### src/assert_macros.svh
// Assertion macros shared by the parser modules
`ifndef ASSERT_MACROS_SVH
`define ASSERT_MACROS_SVH

// Check that an expression holds at every clock edge out of reset
`define ASSERT_ALWAYS(label, clk, rst_n, expr, msg) \
    label: assert property (@(posedge clk) disable iff (!rst_n) (expr)) \
        else $error(msg);

// Check that a condition is followed by a consequence on the next edge
`define ASSERT_NEXT(label, clk, rst_n, ante, cons, msg) \
    label: assert property (@(posedge clk) disable iff (!rst_n) (ante) |=> (cons)) \
        else $error(msg);

`endif

### src/mrlp_pkg.sv
// Types and constants of the modem response line parser
package mrlp_pkg;

    localparam logic [7:0] LINE_FEED  = 8'h0A;
    localparam logic [7:0] ASCII_ZERO = 8'd48;
    localparam logic [7:0] ASCII_COMMA = 8'h2C;
    localparam logic [7:0] DIGIT_SCALE = 8'd10;
    localparam logic [3:0] PAD_DIGIT  = 4'hF;

    localparam int HEAD_BYTES   = 16;
    localparam int HEAD_W       = 8 * HEAD_BYTES;
    localparam int VIEW_BYTES   = 22;
    localparam int DIGIT_FIRST  = 9;
    localparam int DIGIT_COUNT  = 13;
    localparam int SQ_HI_POS    = 6;
    localparam int SQ_LO_POS    = 7;
    localparam int SQ_COMMA_A   = 7;
    localparam int SQ_COMMA_B   = 8;
    localparam int CENTER_W     = 56;
    localparam int Q_DEPTH      = 2;

    localparam logic [8*12-1:0] PFX_CPIN_READY = "+CPIN: READY";
    localparam logic [8*16-1:0] PFX_CPIN_NOT   = "+CPIN: NOT READY";
    localparam logic [8*11-1:0] PFX_CME_ERROR  = "+CME ERROR:";
    localparam logic [8*10-1:0] PFX_CREG_HOME  = "+CREG: 0,1";
    localparam logic [8*10-1:0] PFX_CREG_ROAM  = "+CREG: 0,5";
    localparam logic [8*2-1:0]  PFX_OK         = "OK";
    localparam logic [8*6-1:0]  PFX_CSQ        = "+CSQ: ";
    localparam logic [8*8-1:0]  PFX_RECEIVED   = "received";
    localparam logic [8*15-1:0] PFX_ALREADY    = "ALREADY CONNECT";
    localparam logic [8*6-1:0]  PFX_CMGS       = "+CMGS:";
    localparam logic [8*9-1:0]  PFX_CSCA       = "+CSCA: \"+";

    typedef struct packed {
        logic                        sim_ready;
        logic                        sim_absent;
        logic                        net_registered;
        logic                        ok_seen;
        logic                        csq_line;
        logic                        comma_a;
        logic                        comma_b;
        logic                        received_seen;
        logic                        already_connected;
        logic                        sms_sent;
        logic                        csca_line;
        logic [7:0]                  sq_hi;
        logic [7:0]                  sq_lo;
        logic [DIGIT_COUNT-1:0][3:0] digits;
    } t_line_rec;

    typedef struct packed {
        logic                sim_ready;
        logic                sim_absent;
        logic                net_registered;
        logic                ok_seen;
        logic                signal_valid;
        logic [7:0]          signal_strength;
        logic                received_seen;
        logic                already_connected;
        logic                sms_sent;
        logic                center_valid;
        logic [CENTER_W-1:0] center_number;
    } t_result;

endpackage

### src/modem_response_line_parser.sv
// Top level of the modem response line parser
//
//  channel   dir  handshake         payload
//  request   in   i_push / o_full   i_rx_byte
//  result    out  o_empty / i_pop   o_sim_ready .. o_center_number
//
// One byte is taken per cycle while the line queue is not full; a line feed's
// result passes through the line queue and then the result register.
// The front stalls only when the two-entry line queue is full; the back
// stalls while the result register waits on i_pop.
// Reset is synchronous and clears the line store, position, queue and result valid flag.
module modem_response_line_parser #(
    parameter int WRAP_LENGTH  = 1024,
    parameter int STORED_BYTES = 24
) (
    input  logic        i_clk,
    input  logic        i_rst_n,
    input  logic        i_push,
    input  logic [7:0]  i_rx_byte,
    output logic        o_full,
    input  logic        i_pop,
    output logic        o_empty,
    output logic        o_sim_ready,
    output logic        o_sim_absent,
    output logic        o_net_registered,
    output logic        o_ok_seen,
    output logic        o_signal_valid,
    output logic [7:0]  o_signal_strength,
    output logic        o_received_seen,
    output logic        o_already_connected,
    output logic        o_sms_sent,
    output logic        o_center_valid,
    output logic [55:0] o_center_number
);

    logic                w_q_full;
    logic                w_q_push;
    mrlp_pkg::t_line_rec w_q_in;
    logic                w_q_valid;
    logic                w_q_pop;
    mrlp_pkg::t_line_rec w_q_out;
    mrlp_pkg::t_result   w_res;

    mrlp_front #(
        .WRAP_LENGTH  (WRAP_LENGTH),
        .STORED_BYTES (STORED_BYTES)
    ) u_front (
        .i_clk     (i_clk),
        .i_rst_n   (i_rst_n),
        .i_push    (i_push),
        .i_rx_byte (i_rx_byte),
        .o_full    (o_full),
        .i_q_full  (w_q_full),
        .o_q_push  (w_q_push),
        .o_q_rec   (w_q_in)
    );

    mrlp_queue u_queue (
        .i_clk   (i_clk),
        .i_rst_n (i_rst_n),
        .i_push  (w_q_push),
        .i_rec   (w_q_in),
        .o_full  (w_q_full),
        .i_pop   (w_q_pop),
        .o_valid (w_q_valid),
        .o_rec   (w_q_out)
    );

    mrlp_back u_back (
        .i_clk       (i_clk),
        .i_rst_n     (i_rst_n),
        .i_rec_valid (w_q_valid),
        .i_rec       (w_q_out),
        .o_rec_pop   (w_q_pop),
        .i_pop       (i_pop),
        .o_empty     (o_empty),
        .o_res       (w_res)
    );

    assign o_sim_ready         = w_res.sim_ready;
    assign o_sim_absent        = w_res.sim_absent;
    assign o_net_registered    = w_res.net_registered;
    assign o_ok_seen           = w_res.ok_seen;
    assign o_signal_valid      = w_res.signal_valid;
    assign o_signal_strength   = w_res.signal_strength;
    assign o_received_seen     = w_res.received_seen;
    assign o_already_connected = w_res.already_connected;
    assign o_sms_sent          = w_res.sms_sent;
    assign o_center_valid      = w_res.center_valid;
    assign o_center_number     = w_res.center_number;

endmodule

### src/mrlp_front.sv
// Line store, position counter and prefix classification of each line
`include "assert_macros.svh"

module mrlp_front #(
    parameter int WRAP_LENGTH  = 1024,
    parameter int STORED_BYTES = 24
) (
    input  logic                i_clk,
    input  logic                i_rst_n,
    input  logic                i_push,
    input  logic [7:0]          i_rx_byte,
    output logic                o_full,
    input  logic                i_q_full,
    output logic                o_q_push,
    output mrlp_pkg::t_line_rec o_q_rec
);

    localparam int POSW = $clog2(WRAP_LENGTH);
    localparam int IDXW = $clog2(STORED_BYTES);
    localparam int SW   = $clog2(STORED_BYTES + 1);
    localparam int CW   = (POSW > SW) ? POSW : SW;

    logic [STORED_BYTES-1:0][7:0] r_store;
    logic [STORED_BYTES-1:0][7:0] n_store;
    logic [POSW-1:0]              r_pos;
    logic [POSW-1:0]              n_pos;

    logic [CW-1:0]                        w_pos_ext;
    logic                                 w_in_store;
    logic [IDXW-1:0]                      w_idx;
    logic                                 w_take;
    logic                                 w_newline;
    logic [mrlp_pkg::VIEW_BYTES-1:0][7:0] w_view;
    logic [mrlp_pkg::HEAD_W-1:0]          w_head;

    assign w_pos_ext  = CW'(r_pos);
    assign w_in_store = (w_pos_ext < CW'(STORED_BYTES));
    assign w_idx      = w_pos_ext[IDXW-1:0];
    assign w_take     = i_push && !i_q_full;
    assign w_newline  = (i_rx_byte == mrlp_pkg::LINE_FEED);
    assign o_full     = i_q_full;
    assign o_q_push   = w_take && w_newline;

    always_comb begin
        for (int k = 0; k < mrlp_pkg::VIEW_BYTES; k++) begin
            if (w_in_store && (w_idx == IDXW'(k))) begin
                w_view[k] = i_rx_byte;
            end else begin
                w_view[k] = r_store[k];
            end
        end
        for (int k = 0; k < mrlp_pkg::HEAD_BYTES; k++) begin
            w_head[mrlp_pkg::HEAD_W-1-8*k -: 8] = w_view[k];
        end
    end

    always_comb begin
        o_q_rec = '0;
        o_q_rec.sim_ready =
            (w_head[mrlp_pkg::HEAD_W-1 -: $bits(mrlp_pkg::PFX_CPIN_READY)]
                == mrlp_pkg::PFX_CPIN_READY);
        o_q_rec.sim_absent =
            (w_head[mrlp_pkg::HEAD_W-1 -: $bits(mrlp_pkg::PFX_CPIN_NOT)]
                == mrlp_pkg::PFX_CPIN_NOT) ||
            (w_head[mrlp_pkg::HEAD_W-1 -: $bits(mrlp_pkg::PFX_CME_ERROR)]
                == mrlp_pkg::PFX_CME_ERROR);
        o_q_rec.net_registered =
            (w_head[mrlp_pkg::HEAD_W-1 -: $bits(mrlp_pkg::PFX_CREG_HOME)]
                == mrlp_pkg::PFX_CREG_HOME) ||
            (w_head[mrlp_pkg::HEAD_W-1 -: $bits(mrlp_pkg::PFX_CREG_ROAM)]
                == mrlp_pkg::PFX_CREG_ROAM);
        o_q_rec.ok_seen =
            (w_head[mrlp_pkg::HEAD_W-1 -: $bits(mrlp_pkg::PFX_OK)] == mrlp_pkg::PFX_OK);
        o_q_rec.csq_line =
            (w_head[mrlp_pkg::HEAD_W-1 -: $bits(mrlp_pkg::PFX_CSQ)] == mrlp_pkg::PFX_CSQ);
        o_q_rec.comma_a = (w_view[mrlp_pkg::SQ_COMMA_A] == mrlp_pkg::ASCII_COMMA);
        o_q_rec.comma_b = (w_view[mrlp_pkg::SQ_COMMA_B] == mrlp_pkg::ASCII_COMMA);
        o_q_rec.received_seen =
            (w_head[mrlp_pkg::HEAD_W-1 -: $bits(mrlp_pkg::PFX_RECEIVED)]
                == mrlp_pkg::PFX_RECEIVED);
        o_q_rec.already_connected =
            (w_head[mrlp_pkg::HEAD_W-1 -: $bits(mrlp_pkg::PFX_ALREADY)]
                == mrlp_pkg::PFX_ALREADY);
        o_q_rec.sms_sent =
            (w_head[mrlp_pkg::HEAD_W-1 -: $bits(mrlp_pkg::PFX_CMGS)] == mrlp_pkg::PFX_CMGS);
        o_q_rec.csca_line =
            (w_head[mrlp_pkg::HEAD_W-1 -: $bits(mrlp_pkg::PFX_CSCA)] == mrlp_pkg::PFX_CSCA);
        o_q_rec.sq_hi = w_view[mrlp_pkg::SQ_HI_POS];
        o_q_rec.sq_lo = w_view[mrlp_pkg::SQ_LO_POS];
        for (int k = 0; k < mrlp_pkg::DIGIT_COUNT; k++) begin
            o_q_rec.digits[k] = w_view[mrlp_pkg::DIGIT_FIRST + k][3:0];
        end
    end

    always_comb begin
        n_store = r_store;
        n_pos   = r_pos;
        if (w_take) begin
            if (w_newline) begin
                n_store = '0;
                n_pos   = '0;
            end else begin
                if (w_in_store) begin
                    n_store[w_idx] = i_rx_byte;
                end
                if (r_pos == POSW'(WRAP_LENGTH - 1)) begin
                    n_pos = '0;
                end else begin
                    n_pos = r_pos + 1'b1;
                end
            end
        end
    end

    always_ff @(posedge i_clk) begin
        if (!i_rst_n) begin
            r_store <= '0;
            r_pos   <= '0;
        end else begin
            r_store <= n_store;
            r_pos   <= n_pos;
        end
    end

    `ASSERT_NEXT(a_newline_rewinds, i_clk, i_rst_n, o_q_push, (r_pos == '0) && (r_store == '0), "line end did not rewind the line store")
    `ASSERT_ALWAYS(a_pos_in_range, i_clk, i_rst_n, (r_pos <= POSW'(WRAP_LENGTH - 1)), "line position past wrap length")

endmodule

### src/mrlp_queue.sv
// Short queue of classified lines between front and back
`include "assert_macros.svh"

module mrlp_queue (
    input  logic                i_clk,
    input  logic                i_rst_n,
    input  logic                i_push,
    input  mrlp_pkg::t_line_rec i_rec,
    output logic                o_full,
    input  logic                i_pop,
    output logic                o_valid,
    output mrlp_pkg::t_line_rec o_rec
);

    localparam int PW = (mrlp_pkg::Q_DEPTH > 1) ? $clog2(mrlp_pkg::Q_DEPTH) : 1;
    localparam int NW = $clog2(mrlp_pkg::Q_DEPTH + 1);

    mrlp_pkg::t_line_rec r_slot [mrlp_pkg::Q_DEPTH];
    logic [PW-1:0]       r_wr_ptr;
    logic [PW-1:0]       n_wr_ptr;
    logic [PW-1:0]       r_rd_ptr;
    logic [PW-1:0]       n_rd_ptr;
    logic [NW-1:0]       r_count;
    logic [NW-1:0]       n_count;
    logic                w_wr;
    logic                w_rd;

    assign o_full  = (r_count == NW'(mrlp_pkg::Q_DEPTH));
    assign o_valid = (r_count != '0);
    assign o_rec   = r_slot[r_rd_ptr];
    assign w_wr    = i_push && !o_full;
    assign w_rd    = i_pop && o_valid;

    always_comb begin
        n_wr_ptr = r_wr_ptr;
        n_rd_ptr = r_rd_ptr;
        n_count  = r_count;
        if (w_wr) begin
            n_wr_ptr = (r_wr_ptr == PW'(mrlp_pkg::Q_DEPTH - 1)) ? '0 : r_wr_ptr + 1'b1;
        end
        if (w_rd) begin
            n_rd_ptr = (r_rd_ptr == PW'(mrlp_pkg::Q_DEPTH - 1)) ? '0 : r_rd_ptr + 1'b1;
        end
        if (w_wr && !w_rd) begin
            n_count = r_count + 1'b1;
        end else if (w_rd && !w_wr) begin
            n_count = r_count - 1'b1;
        end
    end

    always_ff @(posedge i_clk) begin
        if (w_wr) begin
            r_slot[r_wr_ptr] <= i_rec;
        end
    end

    always_ff @(posedge i_clk) begin
        if (!i_rst_n) begin
            r_wr_ptr <= '0;
            r_rd_ptr <= '0;
            r_count  <= '0;
        end else begin
            r_wr_ptr <= n_wr_ptr;
            r_rd_ptr <= n_rd_ptr;
            r_count  <= n_count;
        end
    end

    `ASSERT_ALWAYS(a_count_bound, i_clk, i_rst_n, (r_count <= NW'(mrlp_pkg::Q_DEPTH)), "queue count past depth")
    `ASSERT_NEXT(a_count_grows, i_clk, i_rst_n, w_wr && !w_rd, r_count == $past(r_count) + 1'b1, "queue count did not grow on write")

endmodule

### src/mrlp_back.sv
// Signal quality and service center decode with the result register
`include "assert_macros.svh"

module mrlp_back (
    input  logic                i_clk,
    input  logic                i_rst_n,
    input  logic                i_rec_valid,
    input  mrlp_pkg::t_line_rec i_rec,
    output logic                o_rec_pop,
    input  logic                i_pop,
    output logic                o_empty,
    output mrlp_pkg::t_result   o_res
);

    logic                r_valid;
    logic                n_valid;
    mrlp_pkg::t_result   r_res;
    mrlp_pkg::t_result   n_res;
    logic [7:0]          w_hi;
    logic [7:0]          w_lo;
    logic [7:0]          w_tens;
    logic [7:0]          w_sig;
    logic [mrlp_pkg::CENTER_W-1:0] w_center;
    logic [3:0]          w_even;
    logic [3:0]          w_odd;

    assign o_empty   = !r_valid;
    assign o_res     = r_res;
    assign o_rec_pop = i_rec_valid && (!r_valid || i_pop);

    assign w_hi   = i_rec.sq_hi - mrlp_pkg::ASCII_ZERO;
    assign w_lo   = i_rec.sq_lo - mrlp_pkg::ASCII_ZERO;
    assign w_tens = 8'(w_hi * mrlp_pkg::DIGIT_SCALE);

    always_comb begin
        w_sig = '0;
        if (i_rec.csq_line) begin
            priority if (i_rec.comma_b) begin
                w_sig = w_tens + w_lo;
            end else if (i_rec.comma_a) begin
                w_sig = w_hi;
            end
        end
    end

    always_comb begin
        w_center = '0;
        w_even   = '0;
        w_odd    = '0;
        for (int j = 0; j < (mrlp_pkg::DIGIT_COUNT + 1) / 2; j++) begin
            w_even = i_rec.digits[2*j];
            if (2*j + 1 < mrlp_pkg::DIGIT_COUNT) begin
                w_odd = i_rec.digits[2*j + 1];
            end else begin
                w_odd = mrlp_pkg::PAD_DIGIT;
            end
            w_center[mrlp_pkg::CENTER_W-1-8*j -: 8] = {w_odd, w_even};
        end
    end

    always_comb begin
        n_valid = r_valid;
        n_res   = r_res;
        if (o_rec_pop) begin
            n_valid                 = 1'b1;
            n_res.sim_ready         = i_rec.sim_ready;
            n_res.sim_absent        = i_rec.sim_absent;
            n_res.net_registered    = i_rec.net_registered;
            n_res.ok_seen           = i_rec.ok_seen;
            n_res.signal_valid      = i_rec.csq_line && (i_rec.comma_a || i_rec.comma_b);
            n_res.signal_strength   = w_sig;
            n_res.received_seen     = i_rec.received_seen;
            n_res.already_connected = i_rec.already_connected;
            n_res.sms_sent          = i_rec.sms_sent;
            n_res.center_valid      = i_rec.csca_line;
            n_res.center_number     = i_rec.csca_line ? w_center : '0;
        end else if (i_pop) begin
            n_valid = 1'b0;
        end
    end

    always_ff @(posedge i_clk) begin
        if (!i_rst_n) begin
            r_valid <= 1'b0;
        end else begin
            r_valid <= n_valid;
        end
    end

    always_ff @(posedge i_clk) begin
        r_res <= n_res;
    end

    `ASSERT_NEXT(a_load_fills, i_clk, i_rst_n, o_rec_pop, r_valid, "result register not loaded")

endmodule

### config.mk
export PLATFORM = sky130hd
export DESIGN_NAME = modem_response_line_parser
export DESIGN_NICKNAME = d
export VERILOG_FILES = /design/src/mrlp_pkg.sv /design/src/modem_response_line_parser.sv /design/src/mrlp_front.sv /design/src/mrlp_queue.sv /design/src/mrlp_back.sv
export VERILOG_INCLUDE_DIRS = /design/src /design/src/src
export SDC_FILE = /design/constraint.sdc
export NUM_CORES = 1
export LEC_CHECK = 0
export BUFFER_PORTS_ARGS = -buffer_cell sky130_fd_sc_hd__buf_4
export CAP_MARGIN = 10
export CORE_MARGIN = 2
export CORE_UTILIZATION = 62
export DETAILED_ROUTE_END_ITERATION = 12
export PLACE_DENSITY = 0.8
export SLEW_MARGIN = 10
export SYNTH_ARGS = -nofsm -noshare
export SYNTH_HDL_FRONTEND = slang
export SYNTH_SLANG_ARGS = --single-unit
### constraint.sdc
create_clock -name i_clk -period 11.2 [get_ports i_clk]
set_input_delay 2.24 -clock i_clk [delete_from_list [all_inputs] [get_ports i_clk]]
set_output_delay 2.24 -clock i_clk [all_outputs]
set_load 0.03 [all_outputs]
======== Word-level counts from Yosys, hierarchy flattened ========
Memory sizes are Yosys's and may differ from the RTL's. A register that Yosys moved wholly into a read port is not among the register bits.
Cells that the tools add are included.
cells by class
  add/subtract/negate cells ............... 8
  multipliers ............................. 1
  order comparisons ....................... 3
  equal/unequal tests ..................... 37
  multiplexer cells ....................... 42
  reduce and logical (&&, ||, !) cells .... 45
operators by type and width
  kind                                                                 number
  192-bit two-way mux                                                  2
  192-bit bitwise mux                                                  1
  80-bit by 78-bit == test with 1-bit output, second input constant    2
  8-bit two-way mux                                                    20
  128-bit by 126-bit == test with 1-bit output, second input constant  1
  120-bit by 119-bit == test with 1-bit output, second input constant  1
  48-bit by 46-bit == test with 1-bit output, second input constant    2
  96-bit by 94-bit == test with 1-bit output, second input constant    1
  88-bit by 86-bit == test with 1-bit output, second input constant    1
  72-bit by 70-bit == test with 1-bit output, second input constant    1
  64-bit by 63-bit == test with 1-bit output, second input constant    1
  8-bit demux with 5-bit select                                        1
  5-bit by 4-bit == test with 1-bit output, second input constant      8
  1-bit logical AND                                                    31
  5-bit == test, second input constant                                 6
  4-bit two-way mux                                                    6
  5-bit by 3-bit == test with 1-bit output, second input constant      4
  10-bit two-way mux                                                   2
  16-bit by 15-bit == test with 1-bit output, second input constant    1
  8-bit by 6-bit == test with 1-bit output, second input constant      2
  8-bit by 6-bit subtractor with 8-bit output, second input constant   2
  10-bit by 1-bit adder with 10-bit output, second input constant      1
  10-bit == test, second input constant                                1
  5-bit by 2-bit == test with 1-bit output, second input constant      2
  other kinds (18)                                                     36
storage, ports and cells
  flip-flop bits (word level) ............. 280
  RAM bits ................................ 158
  word-level logic and storage cells ...... 178
  memories kept ........................... 1
memory list
  name            depth  bits a word  read ports  clocked after memory_dff  write ports  RTL line          RTL
  u_queue.r_slot  2      79           1           1                         1            mrlp_queue.sv:18  mrlp_pkg::t_line_rec r_slot [mrlp_pkg::Q_DEPTH];

======== Longest topological paths before layout ========
Gate-level depths: netlist of the first run.
  depth in word-level cells ............... 9
  gate-level depth with buffers ........... 15

======== Cells and area by module ========
From an unflattened synthesis of the first run, not the netlist that was laid out.
second synthesis, totals
  cell total of the unflattened synthesis .. 1,913
  area, all modules ....................... 19,761.5 um^2
by module, submodules not included
  module      times used  cells each  area each (um^2)
  mrlp_front  1           1,429       10,662.7
  mrlp_queue  1           271         5,972.0
  mrlp_back   1           213         3,126.7

======== Worst setup path before layout of the first run ========
OpenSTA, ideal clock, no wires.
  path kind ............................... input-to-reg
  start ................................... in i_rx_byte[4]
  end ..................................... mem u_queue.r_slot[0][0] (netlist bit) (enable)
  library setup time ...................... 0.615 ns
  data arrival time ....................... 8.650 ns
  data required time ...................... 10.585 ns
  setup slack ............................. 1.934 ns
  stages .................................. 5
  cells stage by stage .................... clkbuf_1 > nor4_1 > nand3_1 > clkbuf_1 > nor3_1
on the way
  longest elaborated chain between the ends .. 5
RTL lines
  element                                   RTL line                          RTL
  from (decl)                               modem_response_line_parser.sv:19  input logic [7:0] i_rx_byte,
  8-bit by 4-bit == test with 1-bit output  mrlp_front.sv:40                  assign w_newline = (i_rx_byte == mrlp_pkg::LINE_FEED);
  1-bit logical AND                         mrlp_front.sv:42                  assign o_q_push = w_take && w_newline;
  1-bit logical AND                         mrlp_queue.sv:31                  assign w_wr = i_push && !o_full;
  1-bit two-way mux                         mrlp_queue.sv:52                  if (w_wr) begin
  1-bit two-way mux (implied by the code)   mrlp_queue.sv:53                  r_slot[r_wr_ptr] <= i_rec;
  to (decl)                                 mrlp_queue.sv:18
Every way passes these cells.

==> results_tabular.tex, run 1 <==
\begin{tabular}{lr}
\hline
Metric & Value \\
\hline
\multicolumn{2}{l}{\textbf{Run status}} \\
\quad Result of the run & finished clean \\
\multicolumn{2}{l}{\textbf{Logic synthesis}} \\
\quad Syn\_area\_per\_cell & about 11 µm² \\
\quad Area share of the leading cell type in the synthesized netlist & 0.359 \\
\quad Syn. warnings & 0 \\
\quad Count of flip-flops with a built-in enable after synthesis & 227 \\
\quad Most used flip-flop cell after synthesis & sky130\_fd\_sc\_hd\_\_edfxtp\_1 \\
\quad FF+latch count, synth & between 300 and 400 \\
\quad Top post-synthesis cells by count & sky130\_fd\_sc\_hd\_\_nand2\_1, sky130\_fd\_sc\_hd\_\_edfxtp\_1, sky130\_fd\_sc\_hd\_\_nand3\_1, sky130\_fd\_sc\_hd\_\_dfxtp\_1, sky130\_fd\_sc\_hd\_\_a21boi\_0 \\
\quad Total nets after synthesis & 1,837 \\
\quad Instance count of the mapped netlist & between 1,500 and 2,000 \\
\quad Leading post-synthesis cells by cell area & sky130\_fd\_sc\_hd\_\_edfxtp\_1, sky130\_fd\_sc\_hd\_\_dfxtp\_1, sky130\_fd\_sc\_hd\_\_a21boi\_0, sky130\_fd\_sc\_hd\_\_mux2i\_1, sky130\_fd\_sc\_hd\_\_nand2\_1 \\
\quad Library cell with the highest instance count after synthesis & sky130\_fd\_sc\_hd\_\_nand2\_1 \\
\quad Portion of the post-synthesis area used by sequential elements & 0.536 \\
\quad Cell type with the largest total area after synthesis & sky130\_fd\_sc\_hd\_\_edfxtp\_1 \\
\quad Post-synthesis async set-or-reset flop share & 0 \\
\quad Netlist area before placement & 19,000 µm² \\
\quad Post-synthesis cell type count & 76 \\
\multicolumn{2}{l}{\textbf{Critical path}} \\
\quad Crit path launch type & input port \\
\quad Critical path fanouts, max & 27 \\
\quad Setup slack, reg-to-reg & 6.38 ns \\
\quad Beginning of the worst register-to-register path & u\_front.r\_pos[0] \\
\quad Slowest cell on the critical path & sky130\_fd\_sc\_hd\_\_or4\_4 \\
\quad Critical Path End Type & register \\
\quad Critical register-to-register path endpoint & u\_queue.r\_slot[0][77] \\
\quad Critical-path cell list & buf\_4 > clkinv\_1 > or3\_1 > mux2\_2 > a2111oi\_1 > nand4\_1 > or4\_4 > o32ai\_1 \\
\quad CP endpoint & u\_queue.r\_slot[0][77] \\
\quad Worst-case reg-to-reg path depth & 8 \\
\quad Arr. time, crit path & approximately 5.4 ns \\
\quad Crit Path Class & input port to register \\
\quad Data required time at the worst endpoint & 11.53 ns \\
\quad Critical path startpoint & i\_rx\_byte[5] \\
\quad Maximum cell stage delay along the critical path & between 0.5 and 0.6 ns \\
\multicolumn{2}{l}{\textbf{Placement}} \\
\quad Count of input and output buffers & 86 \\
\quad Weighted congestion reported at the end of routability-driven placement & 1.03 \\
\quad Setup WS pre-CTS & 5.70 ns \\
\quad Final HPWL DP & 33,200 µm \\
\multicolumn{2}{l}{\textbf{Timing}} \\
\quad Final setup violation count & 0 \\
\quad Worst rel slew slack & 0.190 \\
\quad Final setup slack of the worst path & 6.15 ns \\
\quad Worst Hold Slack & 0.464 ns \\
\quad Final hold violation count & 0 \\
\quad RSZ-0062 raised after global routing & false \\
\quad Sum of negative setup slack & 0 ns \\
\quad Crit share post-route & 0.451 \\
\quad Final setup skew & 0.0175 ns \\
\quad Upper clock frequency limit & $\sim$200 MHz \\
\quad Period minus WS final & 5.05 ns \\
\quad Slew Viols, Final & 0 \\
\quad Least-Margin Pin Slew & between 1 and 1.5 ns \\
\multicolumn{2}{l}{\textbf{Global route}} \\
\quad Met1 Resource Use GR & 0.452 \\
\quad Wire length of the first global-routing pass & 79,700 µm \\
\quad Via count of the first global-routing pass & 14,100 \\
\quad Number of antenna violations at the first check in global routing & 2 \\
\quad Global Route Usage Sum & 0.324 \\
\quad Largest net degree at the start of global routing & 86 \\
\quad Met2 global-route usage & 0.507 \\
\quad Global routing's busiest layer & met2 \\
\quad Leftover overflow at the end of global routing & 0 \\
\quad Met3 track demand over resource in global routing & 0.0647 \\
\multicolumn{2}{l}{\textbf{Clock tree}} \\
\quad CTS max path bufs & 3 \\
\quad Count of clock tree sinks & about 400 \\
\quad CTS tree & yes \\
\quad Count of hold-fix buffers inserted at cts & 0 \\
\quad Number of levels the H-tree was split into & 2 \\
\quad Clock tree root buffer cell & sky130\_fd\_sc\_hd\_\_clkbuf\_16 \\
\quad Clock latency at the later pin of the worst-skew pair & about 0.55 ns \\
\quad Clock slew at the register clock pins of the worst setup and hold paths & 0.06 ns \\
\quad Number of instances resized during post-cts repair & 0 \\
\quad TritonCTS buffer count & 40 \\
\quad Buffers inserted during post-CTS setup optimization & 0 \\
\multicolumn{2}{l}{\textbf{Routing}} \\
\quad DRC errors left & 0 \\
\quad Via-to-Cell Ratio & $\sim$6.5 \\
\quad Number of vias in the routed layout & 14,700 \\
\quad WL/cell & 22.9 µm \\
\quad First-pass iteration count of the detailed router & 6 \\
\quad Number of DRC markers after the initial detailed-route iteration & between 1,500 and 2,000 \\
\quad Residual antenna-violating net count after detailed routing & 0 \\
\quad Total Routed Length & 51,700 µm \\
\multicolumn{2}{l}{\textbf{Pwr}} \\
\quad Power density over the cells & 196 nW/µm² \\
\quad Maximum VDD drop & 0.155 mV \\
\quad Reported leakage power & 7.52 nW \\
\quad Total power of the final layout & around 0.0042 W \\
\multicolumn{2}{l}{\textbf{Floorplan}} \\
\quad X dimension of the die & 179 µm \\
\quad Initial Utilization & 0.626 \\
\quad Height of the die & 179 µm \\
\quad Placeable core region & 30,300 µm² \\
\quad Std cell rows & 64 \\
\quad Die area & 32,100 µm² \\
\quad I/O pin count & 87 \\
\multicolumn{2}{l}{\textbf{Layout}} \\
\quad N\_diodes & 0 \\
\quad Layout overhead on the synthesized area & 11.7\% \\
\quad \# fillers & 2,174 \\
\quad Layout cells sized above 1 & 0.147 \\
\quad Nets@finish & 1,866 \\
\multicolumn{2}{l}{\textbf{Min path}} \\
\quad Path class of the lowest-slack min-delay path & register to register \\
\multicolumn{2}{l}{\textbf{Run}} \\
\quad Count of maximum capacitance violations & 0 \\
\hline
\end{tabular}
[worst min-delay path by stage]
| stage | depth (start not counted) | endpoint | from |
|---|---|---|---|
| finish | 2 | u_front.r_store[10] | u_front.r_store[10] |
| global route | 2 | u_front.r_store[108] | u_front.r_store[108] |
| CTS | 2 | u_front.r_store[108] | u_front.r_store[108] |
| detailed placement | 2 | u_front.r_store[152] | u_front.r_store[152] |
| global placement | 2 | u_front.r_store[137] | u_front.r_store[137] |
| floorplan | 2 | u_front.r_store[109] | u_front.r_store[109] |
[power by group]
part | internal, W | switching (W)
registers | 0.00171 | 0.0000582
logic | 0.000346 | 0.000657
clock network | 0.000820 | 0.000563
[metrics by stage]
step,utilization,cells,instance area (µm²)
after global routing,0.699,2254,21200
after floorplan,-,1798,19000
after detailed placement,0.654,2181,19900
after CTS,0.699,2254,21200
final,0.699,2254,21200
after global placement,0.654,2181,19900
[kinds of logic (layout without fill, tap and decap cells)]
group	count (synthesis)	count (layout)	synth area share
compound gates	272	272	0.102
xor+xnor	21	21	0.00968
fa+ha+maj	27	27	0.0186
buf+inv	153	213	0.0335
flops	395	395	0.536
mux	176	176	0.0977
simple gates	754	754	0.203
[critical path: cells and delay by family]
| kind | cells | cell delay [ns] |
|---|---|---|
| buffers and inverters | 2 | 0.80 |
| AO/OA/AOI/OAI | 2 | 0.75 |
| multiplexers | 1 | 0.30 |
| AND/OR/NAND/NOR | 3 | 1.27 |
[cells in the final DEF, fill, tap and decap left out, types with 11 or more instances in the layout]
master	count
sky130_fd_sc_hd__buf_4	111
sky130_fd_sc_hd__and3_1	20
sky130_fd_sc_hd__a21boi_0	155
sky130_fd_sc_hd__ha_1	25
sky130_fd_sc_hd__nor3_1	15
sky130_fd_sc_hd__edfxtp_1	227
sky130_fd_sc_hd__clkbuf_16	42
sky130_fd_sc_hd__xnor2_1	11
sky130_fd_sc_hd__nor4b_1	12
sky130_fd_sc_hd__nor2_1	99
sky130_fd_sc_hd__dfxtp_1	167
sky130_fd_sc_hd__nand4_1	15
sky130_fd_sc_hd__nand3b_1	11
sky130_fd_sc_hd__a22oi_1	11
sky130_fd_sc_hd__mux2i_1	100
sky130_fd_sc_hd__nor4_1	17
sky130_fd_sc_hd__nand2_1	260
sky130_fd_sc_hd__nor3b_1	14
sky130_fd_sc_hd__nand3_1	189
sky130_fd_sc_hd__a21oi_1	39
sky130_fd_sc_hd__mux2_2	74
sky130_fd_sc_hd__nor2b_1	15
sky130_fd_sc_hd__inv_1	29
[metal layers]
metal | part of all wire | wire length, µm
met1 | 0.41 | 21200
met2 | 0.46 | 23700
met3 | 0.10 | 5200
met4 | 0.031 | 1590
met5 | 0.00054 | 28
[area by class of cell]
type	instances	area (µm²)	area share
clock inverters	21	253	0.0119
repair buffers	111	833	0.0393
multi-input cells	1250	8230	0.388
clock buffers	52	1110	0.0523
inverters	29	109	0.00513
well taps	396	495	0.0234
flip-flops and latches	395	10200	0.480
[state kept, by name, summed over array words and instances (netlist names), named ones only]
signal,flops
u_back.o_res,69
u_back.r_valid,1
u_front.r_pos,10
u_front.r_store,152
u_queue.r_count,2
u_queue.r_rd_ptr,1
u_queue.r_slot,158
u_queue.r_wr_ptr,1
Note: power is estimated with default switching activity, not from simulation.
==> run 2: changes to the inputs <==
Settings changed: CORE_UTILIZATION 62 to 56, PLACE_DENSITY 0.8 to 0.77.
Clock period 11.2 ns to 4.1 ns, I/O delays scaled along.
==> run 2 against run 1 <==
- first-iteration DRC count grew 17%
- total power grew to 2.7 times the previous value
- sequential power rose to 2.7 times the previous value
- wire length up 1.0%
- largest power group unchanged
- final cell count is 4.9% higher
==> results_tabular.tex, run 2 (same netlist as run 1, synthesis figures left out) <==
\begin{tabular}{lr}
\hline
Metric & Value \\
\hline
\multicolumn{2}{l}{\textbf{Run status}} \\
\quad Result of the run & finished clean \\
\multicolumn{2}{l}{\textbf{Critical path}} \\
\quad Critical-path cell list & or3\_1 > nor3\_2 > mux2\_2 > a2111oi\_0 > and4\_1 > nand2\_1 > o32ai\_1 \\
\quad Arr. time, crit path & 4.00 ns \\
\quad Beginning of the worst register-to-register path & u\_front.r\_pos[8] \\
\quad Worst-case reg-to-reg path depth & 7 \\
\quad Data required time at the worst endpoint & 4.43 ns \\
\quad Critical Path End Type & register \\
\quad Crit path launch type & register \\
\quad Critical register-to-register path endpoint & u\_queue.r\_slot[0][77] \\
\quad Critical path fanouts, max & 12 \\
\quad Critical path depth & 7 \\
\quad CP top delay family & simple AND/OR/NAND/NOR gates \\
\quad Slowest cell on the critical path & sky130\_fd\_sc\_hd\_\_nor3\_2 \\
\quad Buffers plus inverters on the worst setup path & 0 \\
\quad Setup slack, reg-to-reg & roughly 0.43 ns \\
\quad Critical path startpoint & u\_front.r\_pos[8] \\
\quad Crit Path Class & register to register \\
\quad CP endpoint & u\_queue.r\_slot[0][77] \\
\quad Maximum cell stage delay along the critical path & 0.88 ns \\
\multicolumn{2}{l}{\textbf{Layout}} \\
\quad N\_diodes & 0 \\
\quad Flip-flop count of the largest register, all copies and words added & 158 \\
\quad Nets@finish & 1,922 \\
\quad Most frequent cells in the layout & sky130\_fd\_sc\_hd\_\_nand2\_1, sky130\_fd\_sc\_hd\_\_edfxtp\_1, sky130\_fd\_sc\_hd\_\_nand3\_1, sky130\_fd\_sc\_hd\_\_dfxtp\_1, sky130\_fd\_sc\_hd\_\_buf\_4 \\
\quad Area taken by multi-input logic gates & 8230 µm² \\
\quad Area taken by flip-flops and latches & 10,200 µm² \\
\quad Most common cell after layout, fill and taps aside & sky130\_fd\_sc\_hd\_\_nand2\_1 \\
\quad Layout cells sized above 1 & 0.170 \\
\quad Post-Layout Cell Count & 2,365 \\
\quad Layout overhead on the synthesized area & 14.5\% \\
\quad Register with the most flip-flops & u\_queue.r\_slot \\
\quad \# fillers & 2,552 \\
\multicolumn{2}{l}{\textbf{Timing}} \\
\quad Upper clock frequency limit & between 200 and 300 MHz \\
\quad Final setup slack of the worst path & 0.429 ns \\
\quad Least-Margin Pin Slew & 1.08 ns \\
\quad Final hold violation count & 0 \\
\quad Worst Hold Slack & 0.466 ns \\
\quad Final setup violation count & 0 \\
\quad Final setup skew & about 0.022 ns \\
\quad RSZ-0062 raised after global routing & false \\
\quad Crit share post-route & 0.895 \\
\quad Worst rel slew slack & 0.282 \\
\quad Period minus WS final & 3.67 ns \\
\quad Slew Viols, Final & 0 \\
\multicolumn{2}{l}{\textbf{Clock tree}} \\
\quad Clock tree root buffer cell & sky130\_fd\_sc\_hd\_\_clkbuf\_16 \\
\quad Buffers inserted during post-CTS setup optimization & 0 \\
\quad Count of clock tree sinks & 395 \\
\quad Number of instances resized during post-cts repair & 0 \\
\quad CTS max path bufs & 3 \\
\quad TritonCTS buffer count & 42 \\
\quad Clock slew at the register clock pins of the worst setup and hold paths & 0.06 ns \\
\quad Count of hold-fix buffers inserted at cts & 0 \\
\quad Number of levels the H-tree was split into & 2 \\
\quad Clock latency at the later pin of the worst-skew pair & 0.56 ns \\
\quad CTS tree & yes \\
\multicolumn{2}{l}{\textbf{Placement}} \\
\quad Count of input and output buffers & 86 \\
\quad Final HPWL DP & 35,300 µm \\
\quad Setup WS pre-CTS & 0.226 ns \\
\quad Cell Count Post-Placement & 2,287 \\
\quad Weighted congestion reported at the end of routability-driven placement & 1.02 \\
\multicolumn{2}{l}{\textbf{Routing}} \\
\quad WL/cell & about 22 µm \\
\quad Total Routed Length & 52,200 µm \\
\quad Number of vias in the routed layout & roughly 15,000 \\
\quad Residual antenna-violating net count after detailed routing & 0 \\
\quad Via-to-Cell Ratio & roughly 6 \\
\quad Number of DRC markers after the initial detailed-route iteration & 1,863 \\
\quad First-pass iteration count of the detailed router & 6 \\
\quad DRC errors left & 0 \\
\multicolumn{2}{l}{\textbf{Pwr}} \\
\quad Reported leakage power & between 7 and 8 nW \\
\quad Power density over the cells & 522 nW/µm² \\
\quad Total power of the final layout & between 0.01 and 0.015 W \\
\quad Maximum VDD drop & 0.487 mV \\
\multicolumn{2}{l}{\textbf{Min path}} \\
\quad Path class of the lowest-slack min-delay path & register to register \\
\multicolumn{2}{l}{\textbf{Global route}} \\
\quad Wire length of the first global-routing pass & 80,500 µm \\
\quad Global Route Usage Sum & 0.292 \\
\quad Leftover overflow at the end of global routing & 0 \\
\quad Largest net degree at the start of global routing & $\sim$120 \\
\quad Via count of the first global-routing pass & roughly 14,000 \\
\quad Number of antenna violations at the first check in global routing & 0 \\
\multicolumn{2}{l}{\textbf{Floorplan}} \\
\quad I/O pin count & 87 \\
\quad Initial Utilization & 0.568 \\
\quad Height of the die & 188 µm \\
\quad Placeable core region & around 33,000 µm² \\
\quad X dimension of the die & around 190 µm \\
\quad Std cell rows & 67 \\
\quad Die area & 35,400 µm² \\
\multicolumn{2}{l}{\textbf{Run}} \\
\quad Count of maximum capacitance violations & 0 \\
\hline
\end{tabular}
==> run 2: changes by cell type in the layout (fill, tap and decap cells not counted), sizes merged <==
cell | previous run | this run
bufinv | 5 | 3
buf | 111 | 165
inv | 30 | 32
clkbuf | 52 | 59
clkinvlp | 2 | 0
==> run 2: worst min path at each step <==
stage,slack (ns),from,depth (start not counted),end
2_1_floorplan,0.44,u_front.r_store[109],2,u_front.r_store[109]
3_3_place_gp,0.45,u_front.r_store[94],2,u_front.r_store[94]
3_5_place_dp,0.46,u_front.r_store[124],2,u_front.r_store[124]
4_1_cts,0.47,u_front.r_store[124],2,u_front.r_store[124]
5_1_grt,0.48,u_front.r_store[131],2,u_front.r_store[131]
6_report,0.47,u_front.r_store[124],2,u_front.r_store[124]
==> run 2: where the power goes <==
group | internal, W | leakage [nW] | switching, W
clock | 0.00217 | 0.664 | 0.00159
combinational | 0.000970 | 3.67 | 0.00179
sequential | 0.00467 | 3.45 | 0.000159
==> run 2: worst reg2reg max path: stages (launching register included) <==
cell	delay, ns
sky130_fd_sc_hd__dfxtp_1	0.37
sky130_fd_sc_hd__or3_1	0.60
sky130_fd_sc_hd__nor3_2	0.89
sky130_fd_sc_hd__mux2_2	0.49
sky130_fd_sc_hd__a2111oi_0	0.48
sky130_fd_sc_hd__and4_1	0.25
sky130_fd_sc_hd__nand2_1	0.06
sky130_fd_sc_hd__o32ai_1	0.32
==> run 2: per-layer routing <==
layer	routed length (µm)	part of all wire	vias up	global-route usage
li1	-	-	6721	-
met1	22600	0.43	7054	0.412
met2	23400	0.45	674	0.458
met3	4760	0.091	126	0.0592
met4	1480	0.028	0	0.0821
met5	0	0	-	0
==> run 2: final cells by class <==
| cell class | count | area share |
|---|---|---|
| Tap cell | 448 | 0.0258 |
| Sequential cell | 395 | 0.468 |
| Clock inverter | 19 | 0.0103 |
| Inverter | 29 | 0.00501 |
| Clock buffer | 59 | 0.0526 |
| Multi-Input combinational cell | 1250 | 0.379 |
| Timing Repair Buffer | 165 | 0.0593 |
==> run 2: metrics by stage <==
stage,setup TNS (ns),util,area (µm²)
6_report,0,0.650,21700
2_1_floorplan,-1.59,-,19000
4_1_cts,0,0.650,21700
3_3_place_gp,0,0.609,20400
5_1_grt,0,0.650,21700
3_5_place_dp,0,0.609,20400
==> run 3: changes to the inputs <==
Settings changed: CORE_ASPECT_RATIO set to 0.8.
==> run 3 against run 2 <==
- final cell count fell by 0.59%
- worst setup slack got worse by 0.13 ns
- clock skew fell by 0.0055 ns
- sequential cell count did not move
- clock-buffer cell count fell by 6
- critical endpoint is now u_queue.r_slot[1][70]
- largest cell class unchanged
==> results_tabular.tex, run 3 (same netlist as run 1, synthesis figures left out) <==
\begin{tabular}{lr}
\hline
Metric & Value \\
\hline
\multicolumn{2}{l}{\textbf{Clock tree}} \\
\quad Count of hold-fix buffers inserted at cts & 0 \\
\quad Count of clock tree sinks & 395 \\
\quad Clock tree root buffer cell & sky130\_fd\_sc\_hd\_\_clkbuf\_16 \\
\quad CTS max path bufs & 3 \\
\quad TritonCTS buffer count & 41 \\
\quad CTS tree & yes \\
\quad Number of levels the H-tree was split into & 2 \\
\quad Clock slew at the register clock pins of the worst setup and hold paths & around 0.06 ns \\
\quad Clock latency at the later pin of the worst-skew pair & 0.56 ns \\
\multicolumn{2}{l}{\textbf{Routing}} \\
\quad Via-to-Cell Ratio & 6.27 \\
\quad First-pass iteration count of the detailed router & 5 \\
\quad Total Routed Length & 52,700 µm \\
\quad Number of DRC markers after the initial detailed-route iteration & 1,672 \\
\quad DRC errors left & 0 \\
\quad Number of vias in the routed layout & roughly 15,000 \\
\quad WL/cell & 22.4 µm \\
\quad Residual antenna-violating net count after detailed routing & 0 \\
\multicolumn{2}{l}{\textbf{Global route}} \\
\quad Global Route Usage Sum & 0.297 \\
\quad Leftover overflow at the end of global routing & 0 \\
\quad Wire length of the first global-routing pass & 81,100 µm \\
\quad Largest net degree at the start of global routing & 81 \\
\quad Via count of the first global-routing pass & 14,100 \\
\quad Number of antenna violations at the first check in global routing & 3 \\
\multicolumn{2}{l}{\textbf{Layout}} \\
\quad Layout overhead on the synthesized area & 14.1\% \\
\quad Nets@finish & 1,920 \\
\quad Final non-filler cell area & 21,700 µm² \\
\quad Most frequent cells in the layout & sky130\_fd\_sc\_hd\_\_nand2\_1, sky130\_fd\_sc\_hd\_\_edfxtp\_1, sky130\_fd\_sc\_hd\_\_nand3\_1, sky130\_fd\_sc\_hd\_\_dfxtp\_1, sky130\_fd\_sc\_hd\_\_buf\_4 \\
\quad Most common cell after layout, fill and taps aside & sky130\_fd\_sc\_hd\_\_nand2\_1 \\
\quad Flip-flop count of the largest register, all copies and words added & about 160 \\
\quad Layout cells sized above 1 & 0.170 \\
\quad Register with the most flip-flops & u\_queue.r\_slot \\
\multicolumn{2}{l}{\textbf{Floorplan}} \\
\quad Std cell rows & 60 \\
\quad Height of the die & approximately 170 µm \\
\quad Initial Utilization & 0.567 \\
\quad X dimension of the die & 210 µm \\
\quad Die area & 35,400 µm² \\
\quad I/O pin count & 87 \\
\quad Placeable core region & 33,500 µm² \\
\multicolumn{2}{l}{\textbf{Timing}} \\
\quad Crit share post-route & 0.927 \\
\quad Least-Margin Pin Slew & $\sim$1.0 ns \\
\quad Period minus WS final & 3.80 ns \\
\quad Sum of negative setup slack & 0 ns \\
\quad Worst rel slew slack & 0.328 \\
\quad Slew Viols, Final & 0 \\
\quad Upper clock frequency limit & 263 MHz \\
\quad Final hold violation count & 0 \\
\quad RSZ-0062 raised after global routing & false \\
\quad Final setup skew & 0.0169 ns \\
\quad Final setup violation count & 0 \\
\multicolumn{2}{l}{\textbf{Critical path}} \\
\quad Critical path startpoint & u\_front.r\_pos[3] \\
\quad Critical path fanouts, max & 18 \\
\quad Crit Path Class & register to register \\
\quad Data required time at the worst endpoint & about 4.4 ns \\
\quad Crit path launch type & register \\
\quad Arr. time, crit path & 4.13 ns \\
\quad Critical Path End Type & register \\
\quad Beginning of the worst register-to-register path & u\_front.r\_pos[3] \\
\multicolumn{2}{l}{\textbf{Placement}} \\
\quad Count of input and output buffers & 86 \\
\quad Weighted congestion reported at the end of routability-driven placement & 0.993 \\
\quad Final HPWL DP & about 35,000 µm \\
\quad Standard cell area after detailed placement & slightly above 20,000 µm² \\
\multicolumn{2}{l}{\textbf{Pwr}} \\
\quad Switching power summed over all nets & 0.00352 W \\
\quad Power density over the cells & around 520 nW/µm² \\
\quad Internal cell power & 0.00774 W \\
\quad Reported leakage power & 7.76 nW \\
\quad Share of total power in the clock network & 0.326 \\
\quad Switching part of the total & 0.312 \\
\quad Power share of the sequential group & 0.428 \\
\quad Maximum VDD drop & 0.349 mV \\
\quad Comb power frac & 0.245 \\
\multicolumn{2}{l}{\textbf{Run status}} \\
\quad Result of the run & finished clean \\
\multicolumn{2}{l}{\textbf{Run}} \\
\quad Count of maximum capacitance violations & 0 \\
\multicolumn{2}{l}{\textbf{Min path}} \\
\quad Path class of the lowest-slack min-delay path & register to register \\
\quad Hold path start & u\_front.r\_store[124] \\
\hline
\end{tabular}
## run 3: cell types whose count changed in the layout (fill, tap and decap cells not counted), moves of 2 or more
cell | before | now
sky130_fd_sc_hd__clkbuf_1 | 14 | 10
sky130_fd_sc_hd__clkbuf_8 | 3 | 1
sky130_fd_sc_hd__clkinv_2 | 3 | 8
sky130_fd_sc_hd__clkinv_4 | 2 | 0
sky130_fd_sc_hd__clkinvlp_4 | 0 | 2
sky130_fd_sc_hd__diode_2 | 0 | 3
## run 3: worst paths after layout
path | to | slack, ns | cells past startpoint
setup / recovery | u_queue.r_slot[1][70] | 0.30 | 8
setup reg to reg | u_queue.r_slot[1][70] | 0.30 | 8
hold reg to reg | u_front.r_store[124] | 0.46 | 2
hold / removal | u_front.r_store[124] | 0.46 | 2
## run 3: final cells by class
type / count / area [µm²]
fill: 2597 / 11800
sequential: 395 / 10200
multi-input combinational: 1250 / 8240
timing repair buffer: 164 / 1280
clock buffer: 53 / 1100
tap: 434 / 543
clock inverter: 23 / 220
inverter: 29 / 109
antenna: 3 / 7.51
## run 3: critical path, cell delays in order, from the launching register on
cell	delay, ns
sky130_fd_sc_hd__dfxtp_1	0.81
sky130_fd_sc_hd__and4bb_2	0.52
sky130_fd_sc_hd__nand3_1	0.36
sky130_fd_sc_hd__buf_4	0.31
sky130_fd_sc_hd__mux2i_1	0.49
sky130_fd_sc_hd__nor4b_1	0.38
sky130_fd_sc_hd__nand3_1	0.21
sky130_fd_sc_hd__nand2b_1	0.19
sky130_fd_sc_hd__nor4_1	0.29
## run 3: repair_timing
action                                  CTS  global route
buffers inserted                          0             0
endpoints found under the setup margin    0             2
resized for setup                         0             1
hold endpoints to repair                  0             0
## run 3: routing by layer
metal  wire length (µm)  vias to the layer above  global-route usage  part of all wire
met1              23000                     7140               0.426              0.44
li1                   -                     6718                   -                 -
met4               1350                        0              0.0891             0.026
met2              22700                      753               0.443              0.43
met5                  0                        -                   0                 0
met3               5620                      127              0.0776              0.11
## run 3: stage by stage
step / total power [W] / setup slack (ns) / std cells / util / hold WS, ns
floorplan: 0.00672 / -0.0201 / 1798 / - / 0.436
global placement: 0.00762 / 0.495 / 2272 / 0.608 / 0.445
detailed placement: 0.00766 / 0.340 / 2272 / 0.608 / 0.453
CTS: 0.0113 / 0.309 / 2348 / 0.647 / 0.461
global route: 0.0117 / 0.141 / 2348 / 0.647 / 0.480
finish: 0.0113 / 0.298 / 2351 / 0.648 / 0.464
## run 3: power by group through the flow
stage | logic (W) | clock network [W] | registers [W]
finish | 0.00276 | 0.00367 | 0.00482
detailed placement | 0.00275 | 0 | 0.00491
global route | 0.00293 | 0.00386 | 0.00486
CTS | 0.00277 | 0.00372 | 0.00483
floorplan | 0.00109 | 0 | 0.00564
global placement | 0.00273 | 0 | 0.00490
